--- config.mk ---
export PLATFORM = sky130hd
export DESIGN_NAME = pvm_page_map
export DESIGN_NICKNAME = d
export VERILOG_FILES = /design/src/hw/rtl/pvm_pkg.sv /design/src/hw/rtl/pvm_page_map.sv
export SDC_FILE = /design/constraint.sdc
export NUM_CORES = 1
export LEC_CHECK = 0
export BUFFER_PORTS_ARGS = -buffer_cell sky130_fd_sc_hd__buf_2
export CAP_MARGIN = 20
export CORE_UTILIZATION = 30
export CTS_CLUSTER_SIZE = 25
export DETAILED_ROUTE_END_ITERATION = 12
export PLACE_DENSITY = 0.49
export SYNTH_ARGS = -nofsm -noshare
export SYNTH_HDL_FRONTEND = slang
export SYNTH_SLANG_ARGS = --single-unit
--- constraint.sdc ---
create_clock -name aclk -period 1.4 [get_ports aclk]
set_input_delay 0.14 -clock aclk [delete_from_list [all_inputs] [get_ports aclk]]
set_output_delay 0.14 -clock aclk [all_outputs]
set_load 0.05 [all_outputs]
--- src/hw/rtl/pvm_pkg.sv ---
// Shared types and constants for the paged byte memory with a page valid map.
// Used by every module of the block; depends on nothing else.

package pvm_pkg;

    // Default geometry; the top level hands these down as parameters.
    localparam int ADDR_BITS_DEF = 16;
    localparam int PAGE_BITS_DEF = 12;

    // Largest access moved by one read or write item.
    localparam int MAX_ACCESS_BYTES = 4;

    // Item field widths.
    localparam int OP_W    = 3;
    localparam int ADDR_W  = 16;
    localparam int COUNT_W = 17;
    localparam int DATA_W  = 32;
    localparam int MASK_W  = 4;
    localparam int BYTE_W  = 8;

    // Width that holds any address sum and the memory size itself.
    localparam int EXT_W = 33;

    // Byte counter holds 0 to MAX_ACCESS_BYTES; the lane index selects one byte.
    localparam int KCNT_W = 3;
    localparam int LANE_W = 2;

    // Packed stream widths, rounded up to whole bytes.
    localparam int S_TDATA_W = 72;
    localparam int M_TDATA_W = 40;
    localparam int RESULT_W  = DATA_W + MASK_W + 1;

    // Operation codes carried in s_tuser.
    localparam logic [OP_W-1:0] OP_READ  = 3'd0;
    localparam logic [OP_W-1:0] OP_WRITE = 3'd1;
    localparam logic [OP_W-1:0] OP_ALLOC = 3'd2;
    localparam logic [OP_W-1:0] OP_FREE  = 3'd3;
    localparam logic [OP_W-1:0] OP_CHECK = 3'd4;

    // One result item, read_data in the lowest bits.
    typedef struct packed {
        logic              range_allocated;
        logic [MASK_W-1:0] byte_present;
        logic [DATA_W-1:0] read_data;
    } result_t;

    // Update of the page valid map for the page under the cursor.
    typedef struct packed {
        logic set;
        logic clear;
    } map_cmd_t;

endpackage

--- src/hw/rtl/pvm_page_map.sv ---
// One valid bit per page, all cleared at reset, looked up at one page index.
// Depends on pvm_pkg for the map command struct.

module pvm_page_map #(
    parameter int ADDR_BITS = pvm_pkg::ADDR_BITS_DEF,
    parameter int PAGE_BITS = pvm_pkg::PAGE_BITS_DEF
) (
    input  logic                         aclk,
    input  logic                         aresetn,
    input  logic [ADDR_BITS-PAGE_BITS-1:0] index,
    input  pvm_pkg::map_cmd_t            cmd,
    output logic                         valid
);

    localparam int PGW    = ADDR_BITS - PAGE_BITS;
    localparam int NPAGES = 1 << PGW;

    logic [NPAGES-1:0] valid_reg;
    logic [NPAGES-1:0] valid_next;

    always_comb begin
        valid_next = valid_reg;
        if (cmd.set) begin
            valid_next[index] = 1'b1;
        end else if (cmd.clear) begin
            valid_next[index] = 1'b0;
        end
    end

    always_ff @(posedge aclk) begin
        if (!aresetn) begin
            valid_reg <= '0;
        end else begin
            valid_reg <= valid_next;
        end
    end

    assign valid = valid_reg[index];

endmodule

# Word level (Yosys, flattened, before mapping)
# Index checks and enable logic that the tools add are counted.
dict set report op_classes {
  order_cmp 2
  mux 6
  bitwise_logic 3
  n_reduce_logical 2
}
# op count
set op_table {}
lappend op_table {{$mux W16} 2}
lappend op_table {{$and A16 B16 Y16} 1}
lappend op_table {{$not A16 Y16} 1}
lappend op_table {{$or A16 B16 Y16} 1}
lappend op_table {{$lt A4 B5 Y1 const B} 1}
lappend op_table {{$bmux W1 S4} 1}
lappend op_table {{$demux W1 S4} 1}
lappend op_table {{$ge A4 B1 Y1 const B} 1}
lappend op_table {{$mux W1} 2}
lappend op_table {{$reduce_bool A2 Y1} 1}
lappend op_table {{$logic_and A1 B1 Y1} 1}
dict set report totals {
  out_inout_bits 1
  in_bits 8
  ff_bits 16
}

# Logic depth before layout (Yosys ltp)
dict set report depth {
  ltp_word 8
  depth_mapped 5
  mapped_depth_nobuf 3
}

# Worst setup path after synthesis
# OpenSTA, ideal clock, no wires.
dict set report synth_timing {
  path_type {register -> output}
  startpoint {register with a tool-made name}
  endpoint {output valid}
  slack_ns 0.017
  stages_incl_launch_ff 4
  required_ns 1.260
  arrival_time_ns 1.243
  path_cell_list {dfxtp_1 > mux4_1 > a22oi_1 > nand2_1}
}
# item line_no
set synth_rtl {}
lappend synth_rtl {{end: declaration} pvm_page_map.sv:12} ;# output logic valid

==> impl_metrics.yaml <==
cells_and_area:
  stdcell_area_um2: 996
  antenna_cells: 0
  fillers: 291
  final-instance-count-excl-fill: 134
  area.growth.synth_to_final_pct: 14.5
  nets: 113
  final_layout_size_suffix_gt1_share_pct: 30.1
  postLayoutCoreUtil_pct: 36.1
  final_cell_mix: "16 x nand4_1, 16 x a21oi_1, 11 x dfxtp_1"
clock_tree:
  clkSinkCount: 16
  cts_max_level: 1
  cts_tree: "done"
  numCtsBuffers: 3
  path_clk_slew_ns: 0.10
  worstSkewPairLatency_ns: 0.29
  cts-root-buf: "clkbuf_4"
  clock_path_buffers: 2
setup_path:
  rrSetupSlack_ns: 0.74
  cp_max_fo: 2
  crit_chain: "mux4_2, a22oi_2, nand2_1, buf_6"
  cp_data_required_time_ns: 1.26
  cp.arrival_ns: 1.50
  crit_path_start_kind: "flop"
  slowest_stage: "mux4_2"
  crit_path_end_kind: "primary output"
  path_class: "reg2out"
  slowest_delay_ns: 0.46
  worst_r2r_path_depth: 2
  endpoint: "valid"
route:
  wl_per_cell_um: 16.6
  drc: 0
  viasPerCell: 6.13
  finalWirelength_um: 2230
  antenna_left: 0
  drtPass1Iterations: 4
  drt_iter0_markers: 50
  num_vias: 822
timing:
  maxSlewViolCount: 0
  worstMarginPinSlew_ns: 0.616
  setup_viol: 1
  fmax_ghz: 0.611
  min_period_over_period_pct: 117
  finClkSkew_ns: 0
  worst_slack_ns: -0.237
  tns_ns: -0.237
  post-route-min-period_ns: 1.64
  finalHoldViolations: 0
  slew_headroom_pct: 58.5
  rsz0062_at_grt: "true"
yosys:
  synth_mux_area_share_pct: 11.7
  yosysUniqueCellTypes: 21
  ys_ff_latch: 16
  synth_xor_area_share_pct: 0
  synth_seq_area_share_pct: 36.8
  syn_area_um2: 870
  netlist_instances: 94
  syn_nets: 102
  synth_top_area_share_pct: 36.8
  synth_top_family_by_area: "compound AO/OA/AOI/OAI gates"
  synth_area_leaders: "dfxtp_1 37%, nand4_1 12%, a21oi_1 9.2%"
  avgSynthCellArea_um2: 9.25
  synth_compound_area_share_pct: 27.6
  yosysTopAreaCell: "dfxtp_1"
  yosys_warnings: 0
  synth_fa_ha_area_share_pct: 0
  synth_simple_gate_area_share_pct: 16.4
worst_hold_path:
  hp-class: "in2reg"
placed_design:
  pre_cts_ws_ns: -0.0838
  gp_congestion: 0.809
  io_buffers: 8
  dp.cells: 131
  hpwl_um: 1550
  placed_cell_area_um2: 967
floorplan:
  initial_core_util_pct: 31.5
  core_area_um2: 2760
  die_area_um2: 3120
  pin_count: 9
  dieHeight_um: 55.8
  die_w_um: 55.8
  fp-row-count: 19
pwr:
  p_sw_share_pct: 29.0
  p_per_area_nw_per_um2: 874
  p_leak_nw: 0.334
  p_switching_mw: 0.253
  p_comb_share_pct: 16.7
  power_frac_seq_pct: 54.1
  p_clk_share_pct: 29.3
  peakVddDrop_v: 0.000470
  p_int_mw: 0.618
global_routing:
  antenna_found_initial: 0
  grt_first_pass_wirelength_um: 3820
  overflow: 0
  grt_pass1_vias: 760
  gr-usage-all-layers_pct: 15.9
  grt_max_degree: 18
job:
  max_cap_viol_count: 0
outcome:
  status: "finished, violations left"
  violations: "negative setup slack"
-- worst max-delay path: cells and delay by family (launching register included) --
| family | cells | cell delay [ns] |
|---|---|---|
| buf+inv | 1 | 0.15 |
| mux | 1 | 0.46 |
| flops | 1 | 0.34 |
| simple gates | 1 | 0.08 |
| compound gates | 1 | 0.16 |
-- area by class of cell --
| class | instances | area [µm²] | share of cell area [%] |
|---|---|---|---|
| clock buffers | 3 | 22.5 | 2.26 |
| flip-flops and latches | 16 | 327 | 32.8 |
| well taps | 31 | 38.8 | 3.89 |
| repair buffers | 16 | 119 | 11.9 |
| inverters | 3 | 11.3 | 1.13 |
| multi-input cells | 65 | 478 | 48.0 |
-- power groups by stage --
stage	combinational [mW]	sequential, mW	clock [mW]
final	0.145	0.471	0.255
after global routing	0.159	0.472	0.280
after CTS	0.142	0.470	0.260
after detailed placement	0.139	0.481	0
after global placement	0.140	0.481	0
after floorplan	0.0927	0.478	0
-- layer usage --
metal	routed length (µm)	global-route usage, %	vias to the layer above
met5	0	0	-
met4	22	4.53	0
met3	217	4.42	4
met2	932	21.2	34
met1	1060	24.6	390
li1	-	-	394
-- worst min path at each step --
stage,start,to,slack (ns),depth (start not counted)
after floorplan,aresetn,flop,0.35,2
after global placement,flop,flop,0.46,2
after detailed placement,flop,flop,0.46,2
after CTS,index[1],flop,0.23,3
after global routing,index[1],flop,0.24,3
final,index[1],flop,0.23,3
-- metrics by stage --
| stage | total power [mW] | hold WS, ns |
|---|---|---|
| 5_1_grt | 0.911 | 0.241 |
| 2_1_floorplan | 0.571 | 0.345 |
| 4_1_cts | 0.873 | 0.227 |
| 3_5_place_dp | 0.620 | 0.461 |
| 6_report | 0.871 | 0.230 |
| 3_3_place_gp | 0.621 | 0.461 |
-- what timing repair did --
| action | in CTS | in global routing |
|---|---|---|
| setup endpoints to repair | 1 | 1 |
| pin swaps | 2 | 1 |
| hold buffers | 0 | 0 |
| setup buffers | 0 | 0 |
| gates resized for setup | 7 | 4 |
-- cell usage after synthesis, drive strengths merged --
cell type	n
o21ai	4
dfxtp	16
buf	8
o211ai	1
o41ai	3
a22oi	2
nand2b	2
nor2	1
mux4	4
nor2b	2
o21bai	1
inv	3
nand4	16
o31ai	10
clkbuf	2
a21oi	16
and2	1
nand2	2
-- cells by family (layout without fill, tap and decap cells) --
| logic type | Yosys count | after routing |
|---|---|---|
| flops | 16 | 16 |
| mux | 4 | 4 |
| compound gates | 37 | 37 |
| buf+inv | 13 | 22 |
| simple gates | 24 | 24 |
(Power assumes the default switching activity.)
