--- src/hw/rtl/pvm_pkg.sv ---
// Shared types and constants for the paged byte memory with a page valid map.
// Used by every module of the block; depends on nothing else.

package pvm_pkg;

    // Default geometry; the top level hands these down as parameters.
    localparam int ADDR_BITS_DEF = 16;
    localparam int PAGE_BITS_DEF = 12;

    // Largest access moved by one read or write item.
    localparam int MAX_ACCESS_BYTES = 4;

    // Item field widths.
    localparam int OP_W    = 3;
    localparam int ADDR_W  = 16;
    localparam int COUNT_W = 17;
    localparam int DATA_W  = 32;
    localparam int MASK_W  = 4;
    localparam int BYTE_W  = 8;

    // Width that holds any address sum and the memory size itself.
    localparam int EXT_W = 33;

    // Byte counter holds 0 to MAX_ACCESS_BYTES; the lane index selects one byte.
    localparam int KCNT_W = 3;
    localparam int LANE_W = 2;

    // Packed stream widths, rounded up to whole bytes.
    localparam int S_TDATA_W = 72;
    localparam int M_TDATA_W = 40;
    localparam int RESULT_W  = DATA_W + MASK_W + 1;

    // Operation codes carried in s_tuser.
    localparam logic [OP_W-1:0] OP_READ  = 3'd0;
    localparam logic [OP_W-1:0] OP_WRITE = 3'd1;
    localparam logic [OP_W-1:0] OP_ALLOC = 3'd2;
    localparam logic [OP_W-1:0] OP_FREE  = 3'd3;
    localparam logic [OP_W-1:0] OP_CHECK = 3'd4;

    // One result item, read_data in the lowest bits.
    typedef struct packed {
        logic              range_allocated;
        logic [MASK_W-1:0] byte_present;
        logic [DATA_W-1:0] read_data;
    } result_t;

    // Update of the page valid map for the page under the cursor.
    typedef struct packed {
        logic set;
        logic clear;
    } map_cmd_t;

endpackage

--- src/hw/rtl/pvm_seq.sv ---
// Sequencer of the paged memory: one shared cursor adder steps through bytes
// and pages for every operation. Depends on pvm_pkg, drives the byte store
// and the page valid map.

module pvm_seq #(
    parameter int ADDR_BITS = pvm_pkg::ADDR_BITS_DEF,
    parameter int PAGE_BITS = pvm_pkg::PAGE_BITS_DEF
) (
    input  logic                           aclk,
    input  logic                           aresetn,
    // Input item
    input  logic                           in_valid,
    output logic                           in_ready,
    input  logic [pvm_pkg::OP_W-1:0]       op,
    input  logic [pvm_pkg::ADDR_W-1:0]     address,
    input  logic [pvm_pkg::COUNT_W-1:0]    byte_count,
    input  logic [pvm_pkg::DATA_W-1:0]     write_data,
    // Result item
    output logic                           res_valid,
    input  logic                           res_ready,
    output pvm_pkg::result_t               result,
    // Byte store
    output logic [ADDR_BITS-1:0]           ram_addr,
    output logic                           ram_we,
    output logic [pvm_pkg::BYTE_W-1:0]     ram_wdata,
    input  logic [pvm_pkg::BYTE_W-1:0]     ram_q,
    // Page valid map
    output logic [ADDR_BITS-PAGE_BITS-1:0] map_index,
    output pvm_pkg::map_cmd_t              map_cmd,
    input  logic                           map_valid
);

    localparam int PGW = ADDR_BITS - PAGE_BITS;
    localparam int XW  = pvm_pkg::EXT_W;
    localparam int SW  = ADDR_BITS + 1;
    localparam int KW  = pvm_pkg::KCNT_W;
    localparam int LW  = pvm_pkg::LANE_W;
    localparam logic [XW-1:0] MEM_SIZE  = XW'(1) << ADDR_BITS;
    localparam logic [SW-1:0] PAGE_STEP = SW'(1) << PAGE_BITS;
    localparam logic [SW-1:0] BYTE_STEP = SW'(1);

    typedef enum logic [5:0] {
        ST_IDLE   = 6'b000001,
        ST_SETUP  = 6'b000010,
        ST_ACCESS = 6'b000100,
        ST_PAGE   = 6'b001000,
        ST_ZERO   = 6'b010000,
        ST_DONE   = 6'b100000
    } state_t;

    state_t state_reg, state_next;

    logic [pvm_pkg::OP_W-1:0]    op_reg, op_next;
    logic [pvm_pkg::ADDR_W-1:0]  addr_reg, addr_next;
    logic [pvm_pkg::COUNT_W-1:0] count_reg, count_next;
    logic [pvm_pkg::DATA_W-1:0]  wdata_reg, wdata_next;
    logic [ADDR_BITS-1:0]        cur_reg, cur_next;
    logic [PGW-1:0]              last_pg_reg, last_pg_next;
    logic [KW-1:0]               len_reg, len_next;
    logic [KW-1:0]               kcnt_reg, kcnt_next;
    logic                        past_top_reg, past_top_next;
    logic                        cap_en_reg, cap_en_next;
    logic [LW-1:0]               cap_lane_reg, cap_lane_next;
    logic [pvm_pkg::DATA_W-1:0]  rdata_reg, rdata_next;
    logic [pvm_pkg::MASK_W-1:0]  present_reg, present_next;
    logic                        alloc_reg, alloc_next;

    logic [XW-1:0]   addr_x;
    logic [XW-1:0]   count_x;
    logic [XW-1:0]   end_x;
    logic            range_ok;
    logic            is_rw;
    logic [KW-1:0]   len_rw;
    logic [SW-1:0]   inc;
    logic [SW-1:0]   sum;
    logic [LW-1:0]   lane;
    logic            active;
    logic            last_page;
    logic            last_byte;

    // Range decode on the captured item.
    assign addr_x   = XW'(addr_reg);
    assign count_x  = XW'(count_reg);
    assign end_x    = addr_x + count_x - XW'(1);
    assign range_ok = (count_reg != '0) && (end_x < MEM_SIZE);
    assign is_rw    = (op_reg == pvm_pkg::OP_READ) || (op_reg == pvm_pkg::OP_WRITE);
    assign len_rw   = (count_reg > pvm_pkg::COUNT_W'(pvm_pkg::MAX_ACCESS_BYTES))
                      ? KW'(pvm_pkg::MAX_ACCESS_BYTES) : count_reg[KW-1:0];

    // The shared cursor adder: one byte a step, or one page while walking pages.
    assign inc = (state_reg == ST_PAGE) ? PAGE_STEP : BYTE_STEP;
    assign sum = {1'b0, cur_reg} + inc;

    assign lane      = kcnt_reg[LW-1:0];
    assign active    = (kcnt_reg < len_reg) && !past_top_reg;
    assign map_index = cur_reg[ADDR_BITS-1:PAGE_BITS];
    assign last_page = (map_index == last_pg_reg);
    assign last_byte = &cur_reg[PAGE_BITS-1:0];
    assign ram_addr  = cur_reg;

    always_comb begin
        state_next    = state_reg;
        op_next       = op_reg;
        addr_next     = addr_reg;
        count_next    = count_reg;
        wdata_next    = wdata_reg;
        cur_next      = cur_reg;
        last_pg_next  = last_pg_reg;
        len_next      = len_reg;
        kcnt_next     = kcnt_reg;
        past_top_next = past_top_reg;
        cap_en_next   = 1'b0;
        cap_lane_next = cap_lane_reg;
        rdata_next    = rdata_reg;
        present_next  = present_reg;
        alloc_next    = alloc_reg;
        ram_we        = 1'b0;
        ram_wdata     = '0;
        map_cmd       = '0;

        // Read data of the byte issued in the previous cycle lands here.
        if (cap_en_reg) begin
            rdata_next[{cap_lane_reg, 3'b000} +: pvm_pkg::BYTE_W] = ram_q;
        end

        case (state_reg)
            ST_IDLE: begin
                if (in_valid) begin
                    op_next    = op;
                    addr_next  = address;
                    count_next = byte_count;
                    wdata_next = write_data;
                    state_next = ST_SETUP;
                end
            end
            ST_SETUP: begin
                rdata_next    = '0;
                present_next  = '0;
                alloc_next    = 1'b0;
                kcnt_next     = '0;
                len_next      = len_rw;
                last_pg_next  = end_x[ADDR_BITS-1:PAGE_BITS];
                past_top_next = (addr_x >= MEM_SIZE);
                if (is_rw) begin
                    cur_next   = addr_x[ADDR_BITS-1:0];
                    state_next = ST_ACCESS;
                end else begin
                    cur_next = {addr_x[ADDR_BITS-1:PAGE_BITS], {PAGE_BITS{1'b0}}};
                    if (op_reg == pvm_pkg::OP_ALLOC || op_reg == pvm_pkg::OP_FREE) begin
                        state_next = range_ok ? ST_PAGE : ST_DONE;
                    end else if (op_reg == pvm_pkg::OP_CHECK) begin
                        // An empty range counts as allocated.
                        alloc_next = (count_reg == '0) || range_ok;
                        state_next = (count_reg != '0 && range_ok) ? ST_PAGE : ST_DONE;
                    end else begin
                        state_next = ST_DONE;
                    end
                end
            end
            ST_ACCESS: begin
                if (active) begin
                    present_next[lane] = map_valid;
                    ram_we    = (op_reg == pvm_pkg::OP_WRITE) && map_valid;
                    ram_wdata = wdata_reg[{lane, 3'b000} +: pvm_pkg::BYTE_W];
                    cap_en_next   = (op_reg == pvm_pkg::OP_READ) && map_valid;
                    cap_lane_next = lane;
                    kcnt_next     = kcnt_reg + KW'(1);
                    cur_next      = sum[ADDR_BITS-1:0];
                    // A carry out of the cursor means the access ran past the top.
                    past_top_next = sum[ADDR_BITS];
                end else begin
                    state_next = ST_DONE;
                end
            end
            ST_PAGE: begin
                cur_next = sum[ADDR_BITS-1:0];
                case (op_reg)
                    pvm_pkg::OP_ALLOC: begin
                        // A page that was not allocated is zeroed before it becomes valid.
                        if (!map_valid) begin
                            cur_next   = cur_reg;
                            state_next = ST_ZERO;
                        end else if (last_page) begin
                            state_next = ST_DONE;
                        end
                    end
                    pvm_pkg::OP_FREE: begin
                        map_cmd.clear = 1'b1;
                        if (last_page) begin
                            state_next = ST_DONE;
                        end
                    end
                    pvm_pkg::OP_CHECK: begin
                        if (!map_valid) begin
                            alloc_next = 1'b0;
                            state_next = ST_DONE;
                        end else if (last_page) begin
                            state_next = ST_DONE;
                        end
                    end
                    default: begin
                        state_next = ST_DONE;
                    end
                endcase
            end
            ST_ZERO: begin
                ram_we   = 1'b1;
                cur_next = sum[ADDR_BITS-1:0];
                if (last_byte) begin
                    map_cmd.set = 1'b1;
                    state_next  = last_page ? ST_DONE : ST_PAGE;
                end
            end
            ST_DONE: begin
                if (res_ready) begin
                    state_next = ST_IDLE;
                end
            end
            default: begin
                state_next = ST_IDLE;
            end
        endcase
    end

    always_ff @(posedge aclk) begin
        if (!aresetn) begin
            state_reg  <= ST_IDLE;
            cap_en_reg <= 1'b0;
        end else begin
            state_reg  <= state_next;
            cap_en_reg <= cap_en_next;
        end
    end

    always_ff @(posedge aclk) begin
        op_reg       <= op_next;
        addr_reg     <= addr_next;
        count_reg    <= count_next;
        wdata_reg    <= wdata_next;
        cur_reg      <= cur_next;
        last_pg_reg  <= last_pg_next;
        len_reg      <= len_next;
        kcnt_reg     <= kcnt_next;
        past_top_reg <= past_top_next;
        cap_lane_reg <= cap_lane_next;
        rdata_reg    <= rdata_next;
        present_reg  <= present_next;
        alloc_reg    <= alloc_next;
    end

    assign in_ready  = (state_reg == ST_IDLE);
    assign res_valid = (state_reg == ST_DONE);

    assign result.read_data       = rdata_reg;
    assign result.byte_present    = present_reg;
    assign result.range_allocated = alloc_reg;

endmodule

--- config.mk ---
export PLATFORM = sky130hd
export DESIGN_NAME = pvm_seq
export DESIGN_NICKNAME = d
export VERILOG_FILES = /design/src/hw/rtl/pvm_pkg.sv /design/src/hw/rtl/pvm_seq.sv
export SDC_FILE = /design/constraint.sdc
export NUM_CORES = 1
export LEC_CHECK = 0
export BUFFER_PORTS_ARGS = -buffer_cell sky130_fd_sc_hd__buf_2
export CAP_MARGIN = 20
export CORE_MARGIN = 5
export CORE_UTILIZATION = 47
export DETAILED_ROUTE_END_ITERATION = 8
export PLACE_DENSITY_LB_ADDON = 0.3
export SLEW_MARGIN = 5
export SYNTH_ARGS = -nofsm -noshare
export SYNTH_HDL_FRONTEND = slang
export SYNTH_SLANG_ARGS = --single-unit
export TNS_END_PERCENT = 10
--- constraint.sdc ---
create_clock -name aclk -period 5 [get_ports aclk]
set_input_delay 0.25 -clock aclk [delete_from_list [all_inputs] [get_ports aclk]]
set_output_delay 0.25 -clock aclk [all_outputs]
set_load 0.02 [all_outputs]
**After elaboration in Yosys (flattened, before gate mapping)**

Cells that the tools add are included.

- $add $sub $neg: 5
- Equality and inequality tests: 19
- Shift-type cells: 3
- Divide/modulo/power cells: 0
- Multiply operators: 0
- Reductions and logical operators: 24
- Muxes and demuxes: 45
- Bitwise gates (word level): 0
- $lt $le $gt $ge: 6

Operators by type and width:

| kind | count |
|---|---|
| $mux W6 | 13 |
| $pmux W16 S4 | 1 |
| $mux W16 | 3 |
| $pmux W6 S6 | 1 |
| $lt A33 B17 Y1 const B | 1 |
| $bwmux W32 | 1 |
| $shift A8 B7 Y32 const A | 1 |
| $shiftx A32 B6 Y8 | 1 |
| $shiftx A8 B7 Y32 | 1 |
| $sub A18 B1 Y19 const B | 1 |
| $add A16 B17 Y18 | 1 |
| $pmux W6 S3 | 1 |
| $add A16 B13 Y17 | 1 |
| $ge A16 B17 Y1 const B | 1 |
| $gt A17 B3 Y1 const B | 1 |
| $logic_not A17 Y1 | 1 |
| $reduce_bool A17 Y1 | 1 |
| $mux W8 | 2 |
| $mux W13 | 1 |
| $mux W1 | 12 |
| $mux W12 | 1 |
| $reduce_and A12 Y1 | 1 |
| $ne A2 B2 Y1 const B | 5 |
| $reduce_and A3 Y1 | 3 |
| 32 further kinds | 46 |

- Memories: 0
- Latch bits: 0
- RAM bits: 0
- Output and inout port bits: 70
- Memory bits (read-only): 0
- Register bits after elaboration: 141
- Input port bits: 81
- Logic and storage cells: 117

**Logic depth before layout (Yosys ltp)**

Gate-level depths: netlist of the first run.

- Word-level depth: 10
- Depth in mapped cells: 11
- Mapped depth without buffers: 11

**Worst setup path before layout of the first run**

OpenSTA, ideal clock, no wires.

- Kind: register to register
- Start: reg state_reg[4]
- End: reg addr_reg[0] in the netlist's numbering, enable pin
- Library setup time: 0.434 ns
- Period minus slack after synthesis: 2.975 ns
- Path slack: 2.025 ns
- Path buffers: 1
- Required time: 4.566 ns
- Data arrival time: 2.541 ns
- Cell stages (with the launch flop): 4
- Path through: dfxtp_1 -> buf_2 -> nor4_1 -> and3_1

- Word-level cells in the longest chain between the ends: 2

Ends and longest elaborated chain:

| element | RTL line | source |
|---|---|---|
| from (decl) | pvm_seq.sv:51 | `state_t state_reg, state_next;` |
| from (signal assigned) | pvm_seq.sv:230 | `state_reg <= state_next;` |
| $eq A6 B1 Y1 | pvm_seq.sv:126 | `case (state_reg)` |
| $reduce_and A2 Y1 (no source line) | n/a |  |
| to (signal assigned) | pvm_seq.sv:237 | `addr_reg <= addr_next;` |
| to (decl) | pvm_seq.sv:54 | `logic [pvm_pkg::ADDR_W-1:0] addr_reg, addr_next;` |

No other way between the ends.
A chain may end at the register's enable or synchronous reset.

**Final worst setup path of the first run**

- Start: reg kcnt_reg[1]
- End: out ram_we

- Word-level cells in the longest chain between the ends: 4

Ends and longest elaborated chain:

| element | RTL line | source |
|---|---|---|
| from (decl) | pvm_seq.sv:60 | `logic [KW-1:0] kcnt_reg, kcnt_next;` |
| from (signal assigned) | pvm_seq.sv:243 | `kcnt_reg <= kcnt_next;` |
| $lt A3 B3 Y1 | pvm_seq.sv:95 | `assign active = (kcnt_reg < len_reg) && !past_top_reg;` |
| $logic_and A1 B1 Y1 | pvm_seq.sv:95 |  |
| $mux W1 | pvm_seq.sv:161 | `if (active) begin` |
| $pmux W1 S2 | pvm_seq.sv:126 |  |
| to (decl) | pvm_seq.sv:24 | `output logic ram_we,` |

No other way between the ends.

==> metrics.md, run 1 <==
| Metric | Value |
|---|---|
| Final std cells w/o fill | 986 |
| Yosys top cell area share | 45.08% |
| Root Buffer | clkbuf_16 |
| Synth Warn # | 0 |
| RSZ-0062 raised after global routing | false |
| CTS Hold Buffers Added | 46 |
| CTS tree | built |
| Final setup vio count | 0 |
| Max_cap viols | 0 |
| CP required | 4.75 ns |
| PostCTS Resize Cnt | 0 |
| Crit. Startpoint | kcnt_reg[1]$_SDFFCE_PN0P_ |
| Total core area | 14370 µm² |
| Synthesis-to-finish area growth | 29.52% |
| CTS max path bufs | 2 |
| Clock Skew | 0.007909 ns |
| Pwr dens | 341.8 nW/µm² |
| DRT iter0 DRCs | 322 |
| Clock Pin Slew Worst Setup and Hold Paths | 0.06 ns |
| CP Class | flip-flop to output pin |
| Cells after Synth | 587 |
| FFs w/ async S/R, synth | 0% |
| Vias post-DR | 5190 |
| Vias per cell | 5.264 |
| Sum of negative setup slack | 0 ns |
| Port buffer count | 150 |
| Die Ht | 130.2 µm |
| Ports | 151 |
| Most frequent cells in the layout | buf_2, edfxtp_1, inv_1 |
| Fraction of layout cells with a size suffix above 1 | 26.06% |
| Multi-input gate area | 2586 µm² |
| Largest net degree at the start of global routing | 41 |
| Die area | 16960 µm² |
| FMAX | 327.6 MHz |
| Reg2Reg Launch Point | state_reg[4]$_SDFFE_PN0P_ |
| Minimum clock period | 3.052 ns |
| Seq/Total Area, Yosys | 56.57% |
| Post-synth EDFFs | 102 |
| Total power draw | 3.007 mW |
| Worst-skew pair later-pin latency | 0.42 ns |
| Syn_area_per_cell | 11.57 µm² |
| Clock sink count | 141 |
| Worst Setup Start Kind | flip-flop |
| Initial antenna violation count | 0 |
| Area contributors post-synth | edfxtp_1, dfxtp_1, ha_1 |
| Endpoint class of the critical path | output pin |
| Total gr overflow | 0 |
| Dpl hpwl | 11760 µm |
| Routability congestion estimate from global placement | 0.8872 |
| Post-synth net total | 713 |
| Leak | 3.837 nW |
| Hold wc startpoint | address[0] |
| Die X | 130.2 µm |
| WP data arrival | 2.80 ns |
| Post-synthesis cell area | 6794 µm² |
| Drt drc | 0 |
| H-tree levels | 4 |
| Hold/Removal Path Class | input pin to flip-flop |
| Antenna-violating nets left | 0 |
| Post-CTS Setup Inserts | 0 |
| Wirelength, routed | 16050 µm |
| CTS Buf Count | 17 |
| Most common cell after layout, fill and taps aside | buf_2 |
| Sequential cell area | 3844 µm² |
| Final-report hold violation count | 0 |
| Placement Setup Slack | 2.314 ns |
| Period utilisation layout | 61.05% |
| Maximum vdd drop | 0.2310 mV |
| CP Max Fanout | 13 |
| Wire length per cell | 16.28 µm |
| # fillers | 1158 |
| Yosys cell types | 60 |
| Placed Cells | 908 |
| Max-slew headroom | 35.39% |
| Final #Nets | 915 |
| Num rows | 44 |
| Ant diodes | 0 |
| Least-Margin Pin Slew | 0.9692 ns |
| Final worst slack | 1.948 ns |
| Slew Limit Fails | 0 |
| First-pass GRT wire length | 25520 µm |
| Vias in the first global route | 5176 |
| Starting density of the core | 47.28% |
| #FFs+latches synth | 141 |
| Post-synth top area cell | edfxtp_1 |
| TritonRoute pass-1 iters | 5 |
| Final Util | 61.24% |
| Top_reg_cell synth | edfxtp_1 |
| Status | completed |
| All-Layer GR Usage | 19.45% |
==> through the flow <==
step	instance area [µm²]	hold WS, ns
6_report	8800	0.01223
5_1_grt	8800	0.001847
4_1_cts	8800	0.0001199
3_5_place_dp	7734	0.4281
3_3_place_gp	7726	0.4268
2_1_floorplan	6794	0.3489
==> synth_stat cells (all sizes together) (2+ instances only) <==
cell type    n
o21a         3
mux2i        4
and4         3
nand2b       4
a21oi       14
nand3       20
nor2b        4
inv         78
xor2        12
and2        12
clkbuf      10
mux4         8
o21bai       2
a21o         5
nor4b        3
buf          7
nor3        10
ha          45
edfxtp     102
o41ai        2
o21ai       30
nor2        57
dfxtp       39
and3         7
a31oi        5
a22oi       32
nand2       26
nand4        7
xnor2       12
nor4         7
==> cell type report <==
type | instances | area share [%]
flip-flops and latches | 141 | 43.68
inverters | 78 | 3.327
well taps | 184 | 2.616
multi-input cells | 351 | 29.39
clock buffers | 20 | 4.962
clock inverters | 12 | 1.920
repair buffers | 200 | 14.10
==> worst max-delay path: stages, from the launching register on <==
cell and delay (ns):
edfxtp_1 0.67, ha_1 0.33, a21o_1 0.16, a211o_1 0.32
or2_1 0.26, inv_2 0.19, nand3_1 0.13, o21ai_1 0.13
buf_2 0.20
==> power breakdown <==
| part | leakage [nW] | switching, mW | internal, mW |
|---|---|---|---|
| logic | 2.27 | 0.191 | 0.165 |
| clock network | 0.287 | 0.466 | 0.830 |
| registers | 1.28 | 0.0295 | 1.33 |
==> per-layer routing <==
metal  track usage [%]  share of wire [%]
met1             25.21                 42
met2             32.38                 49
met3             3.848                7.2
met4             7.335                2.0
met5                 0                  0
==> cells by family (layout without fill, tap and decap cells) <==
family                   count (synthesis)  in the layout  synth area share (%)
XOR/XNOR                                24             24                 3.094
flip-flops                             141            141                 56.57
adder cells (fa/ha/maj)                 45             45                 8.287
AND/OR/NAND/NOR                        165            165                 12.43
buffers and inverters                   95            310                 5.562
AO/OA/AOI/OAI                          104            104                 10.59
multiplexers                            13             13                 3.462
==> path summary, 6_finish.rpt <==
check	endpoint	slack, ns	cells after the start
hold / removal	addr_reg[0]$_DFFE_PP_	0.01	1
setup / recovery	ram_we	1.95	8
setup reg to reg	wdata_reg[10]$_DFFE_PP_	2.36	3
hold reg to reg	rdata_reg[23]$_SDFFE_PP0P_	0.51	2
Power figures use the tool's default switching activity.
==> run 2, diff against run 1 <==
Clock period 5 ns to 2.69 ns, I/O delays scaled along.
==> run 2 against run 1 <==
Via count rose by 2.8%. Non-clock buffer count rose by 34. Die area did not move. Wire length rose by 2.7%. Sequential cell count did not move. Design area rose by 4.1%. Cell count rose by 3.4%. Setup slack got worse by 1.9 ns. First-iteration DRC count rose by 48%. Hold slack improved by 0.026 ns.
==> metrics.md, run 2 (synthesized netlist as in run 1, its figures left out) <==
| Metric | Value |
|---|---|
| Status | completed |
| Sum of negative setup slack | 0 ns |
| Routability congestion estimate from global placement | 0.8653 |
| Internal power | 4.122 mW |
| Clock Skew | 0.008754 ns |
| Maximum vdd drop | 0.4137 mV |
| Pwr dens | 602.9 nW/µm² |
| Clock sink count | 141 |
| Root Buffer | clkbuf_16 |
| Starting density of the core | 47.28% |
| Final std cells w/o fill | 1020 |
| Fraction of layout cells with a size suffix above 1 | 27.51% |
| Worst hold stages | 3 |
| Most common cell after layout, fill and taps aside | buf_2 |
| Num rows | 44 |
| Antenna-violating nets left | 0 |
| Final setup vio count | 0 |
| Final #Nets | 949 |
| First-pass GRT wire length | 25590 µm |
| Die X | 130.2 µm |
| Die area | 16960 µm² |
| Die Ht | 130.2 µm |
| R2R cell count | 11 |
| Buf/Inv on CP | 2 |
| Clock Pin Slew Worst Setup and Hold Paths | 0.06 ns |
| Post-Layout Inst Area | 9164 µm² |
| FMAX | 381.5 MHz |
| Combinational power share | 13.3% |
| DRT iter0 DRCs | 478 |
| Initial antenna violation count | 0 |
| Drt drc | 0 |
| Worst Setup Start Kind | flip-flop |
| Worst-path cell chain | inv_1, ha_1, inv_1, ha_4, a21o_1, a221o_1, nand2_1, o21ai_0, or3_1, and4_4, o41ai_2 |
| Vias in the first global route | 5200 |
| H-tree levels | 4 |
| Largest net degree at the start of global routing | 70 |
| Period utilisation layout | 97.45% |
| Ports | 151 |
| Switch Pwr | 1.403 mW |
| Hold Slack | 0.03842 ns |
| CTS max path bufs | 2 |
| Max-slew headroom | 46.06% |
| # fillers | 1105 |
| CP peak stage delay | 0.41 ns |
| Sequential cell area | 3845 µm² |
| Ant diodes | 0 |
| Critical Path Stages | 11 |
| CP Class | flip-flop to flip-flop |
| CTS Buf Count | 17 |
| Least-Margin Pin Slew | 0.8024 ns |
| WP data arrival | 2.94 ns |
| Clock share of power | 41.1% |
| Synthesis-to-finish area growth | 34.88% |
| Dpl hpwl | 11690 µm |
| CTS tree | built |
| Max_cap viols | 0 |
| Wire length per cell | 16.17 µm |
| Total core area | 14370 µm² |
| Sw Share | 25.39% |
| Delay-heaviest family, CP | compound AO/OA/AOI/OAI gates |
| Final-report hold violation count | 0 |
| CP required | 3.01 ns |
| Endpoint class of the critical path | flip-flop |
| Minimum clock period | 2.622 ns |
| Placed Cells | 913 |
| Total gr overflow | 0 |
| TritonRoute pass-1 iters | 6 |
| Port buffer count | 150 |
| Post-place instance area | 7784 µm² |
| Hold/Removal Path Class | input pin to flip-flop |
| Worst-skew pair later-pin latency | 0.42 ns |
| Slew Limit Fails | 0 |
| Wirelength, routed | 16490 µm |
| Most Frequent Cell on Critical Path | inv_1 |
| Leak | 3.978 nW |
| Slowest cell on crit path | edfxtp_1 |
| Final Util | 63.78% |
| Vias per cell | 5.231 |
| Vias post-DR | 5336 |
| Reg power frac | 45.5% |
| CP Max Fanout | 3 |
| Multi-input gate area | 2643 µm² |
| Most frequent cells in the layout | buf_2, edfxtp_1, inv_1 |
| All-Layer GR Usage | 19.54% |
==> run 2: area by class of cell <==
| cell class | count | area share (%) |
|---|---|---|
| flip-flops and latches | 141 | 41.96 |
| multi-input cells | 351 | 28.84 |
| repair buffers | 234 | 17.22 |
| clock buffers | 17 | 4.642 |
| inverters | 78 | 3.195 |
| well taps | 184 | 2.512 |
| clock inverters | 15 | 1.638 |
==> run 2: timing repair <==
item / in CTS / in global routing
hold endpoints to repair: 72 / 0
setup endpoints to repair: 0 / 8
gates resized for setup: 0 / 8
setup buffers: 0 / 4
hold buffers: 71 / 0
==> run 2: per-layer routing <==
metal	up-vias	wire (µm)	global-route usage (%)
met4	0	213	6.479
met2	189	8354	33.65
met1	2542	6853	24.69
met5	-	0	0
li1	2586	-	-
met3	19	1070	3.930
==> run 2: worst paths after layout <==
check                             startpoint                          to  slack (ns)
hold reg to reg   rdata_reg[21]$_SDFFE_PP0P_  rdata_reg[21]$_SDFFE_PP0P_        0.51
setup reg to reg      addr_reg[11]$_DFFE_PP_   state_reg[5]$_SDFFE_PN0P_        0.07
hold / removal                      ram_q[2]  rdata_reg[18]$_SDFFE_PP0P_        0.04
setup / recovery      addr_reg[11]$_DFFE_PP_   state_reg[5]$_SDFFE_PN0P_        0.07
==> run 2: per-stage QoR <==
stage          worst slack [ns]  power, mW
6_report                0.06848      5.525
5_1_grt                -0.03513      5.761
4_1_cts                 0.03927      5.540
3_5_place_dp            0.05664      3.178
3_3_place_gp             0.1192      3.154
2_1_floorplan           -0.2314      2.973
==> run 2: worst register-to-register path, stage by stage, from the launching register on <==
cell      delay, ns
edfxtp_1       0.41
inv_1          0.08
ha_1           0.22
inv_1          0.09
ha_4           0.22
a21o_1         0.18
a221o_1        0.39
nand2_1        0.08
o21ai_0        0.08
or3_1          0.37
and4_4         0.20
o41ai_2        0.21
==> run 2: power groups by stage <==
stage               Clock [mW]  Combinational [mW]  Sequential (mW)
floorplan                    0               0.423             2.55
global placement             0               0.598             2.56
detailed placement           0               0.617             2.56
CTS                       2.33               0.698             2.51
global route              2.42               0.817             2.52
finish                    2.27               0.737             2.51
==> run 3, diff against run 2 <==
Settings changed: MAX_ROUTING_LAYER from default to met4.
==> run 3 against run 2 <==
Sequential share of layout area rose by 0.090 points. Critical endpoint unchanged. Count of clock-buffer cells in the layout increased by 2. Wire length is 2.5% higher. Maximum frequency is 0.73% higher. Core utilization fell by 0.16 points. Hold slack better by 0.0011 ns. Sequential cell count is the same.
==> metrics.md, run 3 (synthesized netlist as in run 1, its figures left out) <==
| Metric | Value |
|---|---|
| Status | completed |
| CP peak stage delay | 0.38 ns |
| Sw Share | 24.37% |
| Slowest cell on crit path | or3_1 |
| R2R setup slack | 0.09 ns |
| # fillers | 1083 |
| Post-place instance area | 7784 µm² |
| Final #Nets | 948 |
| Hold wc startpoint | ram_q[0] |
| Worst Hold Path EP | rdata_reg[8]$_SDFFE_PP0P_ |
| Leak | 3.971 nW |
| First-pass GRT wire length | 26170 µm |
| Final-report hold violation count | 0 |
| Placed Cells | 913 |
| CP Max Fanout | 3 |
| Maximum vdd drop | 0.4477 mV |
| Final worst slack | 0.08755 ns |
| Post-Layout Inst Area | 9141 µm² |
| Least-Margin Pin Slew | 0.7945 ns |
| Clock sink count | 141 |
| Final std cells w/o fill | 1019 |
| Most frequent cells in the layout | buf_2, edfxtp_1, inv_1 |
| Max_cap viols | 0 |
| Synthesis-to-finish area growth | 34.55% |
| Die X | 130.2 µm |
| Die area | 16960 µm² |
| All-Layer GR Usage | 20.59% |
| Ports | 151 |
| CTS max path bufs | 2 |
| Clock share of power | 41.2% |
| Routability congestion estimate from global placement | 0.8769 |
| Minimum clock period | 2.602 ns |
| Wire length per cell | 16.58 µm |
| Total power draw | 5.540 mW |
| Vias post-DR | 5356 |
| DRT iter0 DRCs | 498 |
| CP required | 3.01 ns |
| Ant diodes | 0 |
| Initial antenna violation count | 0 |
| Hold/Removal Path Class | input pin to flip-flop |
| Fraction of layout cells with a size suffix above 1 | 27.19% |
| Largest net degree at the start of global routing | 70 |
| Slew Limit Fails | 0 |
| WP data arrival | 2.92 ns |
| R2R Path End | state_reg[5]$_SDFFE_PN0P_ |
| Vias in the first global route | 5298 |
| Dpl hpwl | 11840 µm |
| Max-slew headroom | 46.59% |
| TritonRoute pass-1 iters | 5 |
| Root Buffer | clkbuf_16 |
| Worst-skew pair later-pin latency | 0.42 ns |
| Reg power frac | 45.4% |
| Total core area | 14370 µm² |
| Port buffer count | 150 |
| Final setup vio count | 0 |
| Worst Setup Start Kind | flip-flop |
| Placement Setup Slack | 0.06387 ns |
| Starting density of the core | 47.28% |
| Wirelength, routed | 16900 µm |
| H-tree levels | 4 |
| Worst-path cell chain | inv_1, ha_1, inv_1, ha_1, and3_4, a221o_1, nand2_1, o21ai_0, or3_1, and4_4, o41ai_2 |
| Most common cell after layout, fill and taps aside | buf_2 |
| Period utilisation layout | 96.75% |
| CTS tree | built |
| Switch Pwr | 1.350 mW |
| Reg2Reg Launch Point | addr_reg[10]$_DFFE_PP_ |
| Antenna-violating nets left | 0 |
| Vias per cell | 5.256 |
| CTS Buf Count | 17 |
| Combinational power share | 13.3% |
| Worst hold stages | 3 |
| Internal power | 4.190 mW |
| Pwr dens | 606.0 nW/µm² |
| Endpoint class of the critical path | flip-flop |
| CP Class | flip-flop to flip-flop |
| Num rows | 44 |
| R2R cell count | 11 |
| Total gr overflow | 0 |
| Clock Pin Slew Worst Setup and Hold Paths | 0.06 ns |
| Drt drc | 0 |
| FMAX | 384.3 MHz |
| Clock Skew | 0.006709 ns |
| Die Ht | 130.2 µm |
[run 3: cell count changes in the layout (fill, tap and decap cells not counted), sizes merged]
cell      previous run  this run
clkinv               2         6
bufinv               1         2
clkinvlp             4         3
inv                 86        80
buf                163       162
clkbuf              17        19
[run 3: metrics by stage]
stage | utilization, % | hold WS, ns | TNS (ns)
after CTS | 63.11 | 0.02204 | 0
final | 63.62 | 0.03955 | 0
after detailed placement | 54.17 | 0.3126 | 0
after global placement | 54.17 | 0.3109 | 0
after floorplan | - | 0.2334 | -3.702
after global routing | 63.62 | 0.02254 | -0.05683
[run 3: cell type report]
class / instances / area (µm²) / area share (%)
Multi-Input combinational cell: 351 / 2633 / 28.80
Inverter: 78 / 292.8 / 3.203
Clock buffer: 19 / 432.9 / 4.736
Tap cell: 184 / 230.2 / 2.518
Clock inverter: 13 / 141.4 / 1.547
Sequential cell: 141 / 3844 / 42.05
Timing Repair Buffer: 233 / 1568 / 17.15
[run 3: critical path, delay by kind of cell, from the launching register on]
family	cells	cell delay, ns
AOI/OAI and AO/OA	3	0.64
adders and majority gates	2	0.57
buffers and inverters	2	0.09
DFF	1	0.36
and+or+nand+nor	4	0.83
[run 3: per-layer routing]
layer  share of wire [%]  GRT usage [%]  vias to the layer above
li1                    -              -                     2578
met3                 6.7          4.339                       27
met5                   0              -                        -
met4                 1.4          6.601                        0
met2                  50          34.04                      212
met1                  42          25.37                     2539
[run 3: timing repair]
action                     in CTS  in global routing
hold endpoints to repair       73                  0
hold buffers                   71                  0
setup buffers                   0                  3
setup endpoints to repair       0                  3
gates resized for setup         0                  7
[run 3: how the worst max path moves through the flow]
stage	start	depth (start not counted)	endpoint	slack, ns
final	addr_reg[10]$_DFFE_PP_	11	state_reg[5]$_SDFFE_PN0P_	0.09
after detailed placement	addr_reg[11]$_DFFE_PP_	11	state_reg[5]$_SDFFE_PN0P_	0.06
after global routing	addr_reg[10]$_DFFE_PP_	11	alloc_reg$_SDFFCE_PP0P_	-0.03
after CTS	addr_reg[11]$_DFFE_PP_	11	state_reg[5]$_SDFFE_PN0P_	0.02
after global placement	count_reg[11]$_DFFE_PP_	11	alloc_reg$_SDFFCE_PP0P_	0.12
after floorplan	kcnt_reg[1]$_SDFFCE_PN0P_	4	ram_addr[0]$_DFFE_PP_	-0.23
[run 3: power groups by stage]
stage                     registers, mW  logic [mW]  clock network (mW)
after floorplan                    2.55       0.423                   0
after global placement             2.56       0.599                   0
after detailed placement           2.56       0.619                   0
after CTS                          2.52       0.701                2.33
after global routing               2.53       0.817                2.43
final                              2.52       0.739                2.28
